[src/rtl/scc_pkg.sv]
`timescale 1ns / 1ps
// Shared types, constants and search helpers of the sector cache tag engine.
// No dependencies; imported by every other file of the block.
package scc_pkg;

   localparam int ENTRIES     = 64;
   localparam int MAX_RESULTS = 64;
   localparam int IDX_W       = (ENTRIES > 1) ? $clog2(ENTRIES) : 1;
   localparam int ENTRY_W     = 6;
   localparam int SECTOR_W    = 32;
   localparam int KIND_W      = 2;
   localparam int CNT_W       = (MAX_RESULTS > 1) ? $clog2(MAX_RESULTS) : 1;

   // two-level search tree: groups of eight, then a pick over the groups
   localparam int GROUP_W  = 8;
   localparam int LOC_W    = 3;
   localparam int GROUP_N  = ((ENTRIES + GROUP_W - 1) / GROUP_W < 2) ? 2 :
                             (ENTRIES + GROUP_W - 1) / GROUP_W;
   localparam int GSEL_W   = $clog2(GROUP_N);
   localparam int SRCH_W   = GSEL_W + LOC_W;
   localparam int PAD_W    = GROUP_N * GROUP_W;

   typedef enum logic [KIND_W-1:0] {
      KIND_READ  = 2'd0,
      KIND_WRITE = 2'd1,
      KIND_FLUSH = 2'd2,
      KIND_NONE  = 2'd3
   } kind_type;

   typedef logic [IDX_W-1:0] idx_type;

   typedef struct packed {
      logic             any;
      logic [LOC_W-1:0] loc;
   } grp_hit_type;

   typedef grp_hit_type [GROUP_N-1:0] grp_vec_type;

   typedef struct packed {
      logic              any;
      logic [SRCH_W-1:0] idx;
   } srch_type;

   // controller -> datapath
   typedef struct packed {
      logic load_req;  // capture request payload
      logic fl_start;  // restart flush scan at entry zero
      logic commit;    // resolve access, update policy state
      logic fl_take;   // report the dirty entry under the scan index
      logic fl_skip;   // scan index to the next entry
      logic emit;      // load the result register
      logic fl_next;   // flush result sent, advance scan
   } cmd_type;

   // datapath -> controller
   typedef struct packed {
      logic out_free;  // result register can take a new transaction
      logic fl_more;   // a dirty entry at or above the scan index
      logic fl_dirty;  // entry under the scan index is dirty
      logic fl_last;   // pending flush result is the final one
   } sts_type;

   // lowest set bit within one group
   function automatic grp_hit_type grp_first(input logic [GROUP_W-1:0] v);
      grp_hit_type r;
      r.any = |v;
      r.loc = '0;
      for (int b = GROUP_W - 1; b >= 0; b--) begin
         if (v[b]) begin
            r.loc = LOC_W'(b);
         end
      end
      return r;
   endfunction

   // lowest group with a hit, joined with its local index
   function automatic srch_type pick_first(input grp_vec_type g);
      srch_type r;
      r.any = 1'b0;
      r.idx = '0;
      for (int k = GROUP_N - 1; k >= 0; k--) begin
         if (g[k].any) begin
            r.any = 1'b1;
            r.idx = {GSEL_W'(k), g[k].loc};
         end
      end
      return r;
   endfunction

endpackage

[src/rtl/scc_ctrl.sv]
`timescale 1ns / 1ps
// Sequencer of the sector cache tag engine: access and flush flows.
// Depends on scc_pkg (command/status structs, request kinds).
module scc_ctrl
   import scc_pkg::*;
(
   input  logic                clock,
   input  logic                reset,
   input  logic                req_valid,
   input  logic [KIND_W-1:0]   req_kind,
   output logic                req_ready,
   input  sts_type             sts,
   output cmd_type             cmd
);

   typedef enum logic [2:0] {
      S_IDLE,
      S_LOOK,
      S_PICK,
      S_EMIT,
      S_FSCAN,
      S_FEMIT
   } state_type;

   state_type state_ff, state_in;
   logic      accept;

   assign req_ready = (state_ff == S_IDLE);
   assign accept    = req_valid && req_ready;

   always_comb begin
      state_in     = state_ff;
      cmd          = '0;
      cmd.load_req = accept;
      case (state_ff)
         S_IDLE: begin
            if (accept) begin
               case (kind_type'(req_kind))
                  KIND_READ, KIND_WRITE: state_in = S_LOOK;
                  KIND_FLUSH: begin
                     cmd.fl_start = 1'b1;
                     state_in     = S_FSCAN;
                  end
                  default: state_in = S_IDLE;  // unused kind is dropped
               endcase
            end
         end
         S_LOOK: state_in = S_PICK;
         S_PICK: begin
            cmd.commit = 1'b1;
            state_in   = S_EMIT;
         end
         S_EMIT: begin
            if (sts.out_free) begin
               cmd.emit = 1'b1;
               state_in = S_IDLE;
            end
         end
         S_FSCAN: begin
            if (!sts.fl_more) begin
               state_in = S_IDLE;
            end else if (sts.fl_dirty) begin
               cmd.fl_take = 1'b1;
               state_in    = S_FEMIT;
            end else begin
               cmd.fl_skip = 1'b1;
            end
         end
         S_FEMIT: begin
            if (sts.out_free) begin
               cmd.emit    = 1'b1;
               cmd.fl_next = 1'b1;
               state_in    = sts.fl_last ? S_IDLE : S_FSCAN;
            end
         end
         default: state_in = S_IDLE;
      endcase
   end

   always_ff @(posedge clock) begin
      if (reset) begin
         state_ff <= S_IDLE;
      end else begin
         state_ff <= state_in;
      end
   end

endmodule

[config.mk]
export PLATFORM = sky130hd
export DESIGN_NAME = scc_ctrl
export DESIGN_NICKNAME = d
export VERILOG_FILES = /design/src/rtl/scc_pkg.sv /design/src/rtl/scc_ctrl.sv
export SDC_FILE = /design/constraint.sdc
export NUM_CORES = 1
export LEC_CHECK = 0
export BUFFER_PORTS_ARGS = -buffer_cell sky130_fd_sc_hd__buf_2
export CORE_AREA = 2 2 39 41
export DETAILED_ROUTE_END_ITERATION = 10
export DIE_AREA = 0 0 41 43
export PLACE_DENSITY_LB_ADDON = 0.2
export SLEW_MARGIN = 10
export SYNTH_ARGS = -nofsm -noshare
export SYNTH_HDL_FRONTEND = slang
export SYNTH_SLANG_ARGS = --single-unit
[constraint.sdc]
create_clock -name clock -period 1.4 [get_ports clock]
set_input_delay 0 -clock clock [delete_from_list [all_inputs] [get_ports clock]]
set_output_delay 0 -clock clock [all_outputs]
set_load 0.03 [all_outputs]
# Word level (Yosys, flattened, before mapping)
# Cells that the tools add are included.
[word_totals]
reg_bits = 3
inputBits = 9
out_inout_bits = 8
[classes]
n_eq_ne = 11
muxes = 20
n_reduce_logical = 5
[op_table]
columns = ["cell", "count"]
rows = [
  ["$mux 3", 6],
  ["$pmux 3 s6", 1],
  ["$mux 1", 8],
  ["$eq 3x2->1 const B", 2],
  ["$eq 3x3->1 const B", 2],
  ["$mux 2", 3],
  ["$pmux 3 s2", 1],
  ["$ne 2x2->1 const B", 2],
  ["$reduce_and 4->1", 1],
  ["$eq 3x1->1 const B", 1],
  ["$logic_not 3->1", 1],
  ["$ne 3x3->1 const B", 1],
  ["$eq 2x1->1 const B", 1],
  ["$eq 2x2->1 const B", 1],
  ["$logic_not 2->1", 1],
  ["$ne 2x1->1 const B", 1],
  ["$pmux 1 s2", 1],
  ["$reduce_or 2->1", 1],
  ["$logic_and 1x1->1", 1],
]

# Longest topological paths before layout
[depth]
depth_word = 5
mapped_depth = 5
depth_no_buf = 4

# Worst setup path after synthesis
# Ideal clock, no wire load.
[synth_timing]
path_kind = "register -> output"
start = "register state_ff[2]"
end = "output cmd[5] in the netlist's numbering"
arrival_time_ns = 1.824
required_ns = 1.400
path_slack_ns = -0.424
path_stages_with_launch = 5
n_path_buf = 1
path_cell_list = "dfxtp_1 -> buf_2 -> nor3_1 -> and2_1 -> and3_1"
[synth_lines]
columns = ["element", "line_no", "source"]
rows = [
  ["start, declared", "scc_ctrl.sv:25", "state_type state_ff, state_in;"],
  ["start signal, assigned", "scc_ctrl.sv:84", "state_ff <= state_in;"],
  ["end, declared", "scc_ctrl.sv:13", "output cmd_type cmd"],
]

==> metrics <==
status=finished clean; R2R depth=5; H-Tree Depth=1; pin count of the biggest net entering global routing=11; Routed met2 length=322 microns; DRT antenna net count=0; Avg Inst Size Synth=7.28 sq um; Slew HR=85.2%; P&R area growth vs syn=63.4%; Slowest-stage cell, CP=dfxtp_4; yosys warns=0; CP max stage delay=350 ps; RSZ-0062 raised after global routing=no; power density over cell area=1760 nW/um^2; Setup CP Type=reg -> out; reg-to-reg slack, setup=160 ps; CTS tree=yes; Final period util=96.1%; Final HPWL DP=579 microns; most common cell in the synthesized netlist=nor2_1; final hold slack=93.6 ps; Crit path required time=1400 ps; drt initial violations=6; GP Congestion=0.715; num rows=14; Slew @ Worst Pin=220 ps; met3 WL=37 microns; top cells by area, synth=dfxtp_1 (21%), nor2_1 (7.9%), and3_1 (6.6%), o21ai_0 (5.3%), nor2b_1 (4.4%); final net count=71; Slew Limit Fails=0; post-synthesis instance total=39; vias=330; Synth area leader=dfxtp_1; CTS max path bufs=2; WL met1=368 microns; Synth Cell Area=284 sq um; Period minus WS final=1350 ps; ANT cells=0; via/cell ratio=4.29; Tot GR Track Use=10.7%; CP arrival=1350 ps; initial antenna violation count=0; reg2reg start=state_ff[2]; port buffer count=16; later-pin clock latency in the skew report=230 ps; hold endpoint=state_ff[1]; number of synthesized flops with an enable pin=0; CP bufs+invs=2; Largest Register=state_ff; DRC=0; number of CTS-inserted buffers=3; Routed WL=747 microns; vias in the first global route=314; Num Clock Sinks=3; top cell type's share of synthesized area=21.1%; Yosys cell types=25; Core Area=1380 sq um; chip width=41 microns; max reg flops=3; CTS Root Cell=clkbuf_4; final-report setup violation count=0; Leak=0.000229 uW; CP Launch Type=flop; CP endpoint kind=primary output; Layout Skew=2.21 ps; Fin. Hold Viols=0; FFs w/ async S/R, synth=0%; Hold Path Depth=3; I/O pin cnt=17; top layer in use=met4; sequential-to-total area share from yosys stat=21.1%; max_cap viols=0; CTS clk-pin slew, worst paths=40 ps; die area=1760 sq um; CP top delay family=simple AND/OR/NAND/NOR gates; cell mode on critical path=buf_6; first-pass iteration count of the detailed router=2; fmax=0.743 GHz; FF-to-FF End=state_ff[2]; post-synthesis sequential element count=3; critical-path cell list=buf_6, nor3_4, and2_4, and3_4, buf_6; most common library cells after synthesis=nor2_1 (6), and3_1 (3), dfxtp_1 (3), o21ai_0 (3); min-delay worst type=in -> reg; Primary FF master, synth=dfxtp_1; top flop regs=state_ff (3); hold_sp=sts[3]; Final TNS setup=0 ps; Starting Density=20.5%; Syn Nets=48; global-route wire length before repair=1260 microns; peak supply drop=600 uV; share of cells above drive strength 1=52.5%; crit-path max FO=5; die height=43 microns; grt total ovfl=0; drt wl/cell=9.70 microns
==> report_power, final <==
part           switching, uW  leakage [uW]  internal, uW
registers               52.1     0.0000261           122
logic                    249      0.000188           241
clock network           46.9     0.0000150           107
total                    348      0.000229           470
==> placed cells by master, fill, tap and decap left out, drive strengths merged, types with 2 or more instances in the layout <==
| cell | n |
|---|---|
| dfxtp | 3 |
| nor2b | 2 |
| nor2 | 6 |
| nand2 | 2 |
| clkbuf | 4 |
| buf | 21 |
| and3 | 3 |
| o21ai | 4 |
==> per-layer routing <==
| layer | track usage, % | vias to the layer above |
|---|---|---|
| met5 | 0 | - |
| met4 | 10.0 | 0 |
| met3 | 1.57 | 2 |
| met2 | 13.4 | 13 |
| met1 | 14.7 | 137 |
| li1 | - | 178 |
==> per-stage QoR <==
| step | power [uW] | instance area [sq um] | cells | setup WS [ps] | utilization, % |
|---|---|---|---|---|---|
| final | 818 | 464 | 77 | 54.7 | 33.5 |
| after global routing | 882 | 464 | 77 | 5.67 | 33.5 |
| after CTS | 764 | 434 | 75 | 5.04 | 31.4 |
| after detailed placement | 592 | 389 | 70 | 97.2 | 28.1 |
| after global placement | 595 | 389 | 70 | 97.6 | 28.1 |
| after floorplan | 499 | 295 | 39 | 30.5 | - |
==> tightest hold or removal path, cell delays in order <==
cell and delay, ps:
buf_2 100, and3_1 150, nor4_1 40
==> cell families (layout without fill, tap and decap cells) <==
kind of cell	after synthesis	count (layout)	synth area share, %
XOR/XNOR	1	1	3.08
buffers and inverters	5	27	11.5
AND/OR/NAND/NOR	22	22	47.6
AO/OA/AOI/OAI	8	8	16.7
flip-flops	3	3	21.1
==> repair_timing <==
action / CTS / global route
pin swaps: 2 / 2
endpoints found under the setup margin: 1 / 2
endpoints found under the hold margin: 2 / 0
buffers inserted: 0 / 2
hold buffers: 1 / 0
resized for setup: 4 / 5
==> layout make-up <==
type                       count  area [sq um]
fill                         159           920
clock buffer                   4          26.3
multi-input combinational     31           210
sequential                     3          66.3
timing repair buffer          22           138
inverter                       1          3.75
tap                           16          20.0
==> how the worst max path moves through the flow <==
stage / depth (start not counted) / from / endpoint / slack, ps
floorplan: 4 / state_ff[2] / cmd[5] / 30
global placement: 3 / state_ff[0] / state_ff[2] / 100
detailed placement: 3 / state_ff[0] / state_ff[2] / 100
CTS: 5 / state_ff[2] / cmd[5] / 5
global route: 5 / state_ff[1] / cmd[5] / 6
finish: 5 / state_ff[2] / cmd[5] / 50
Note: power is estimated with default switching activity, not from simulation.
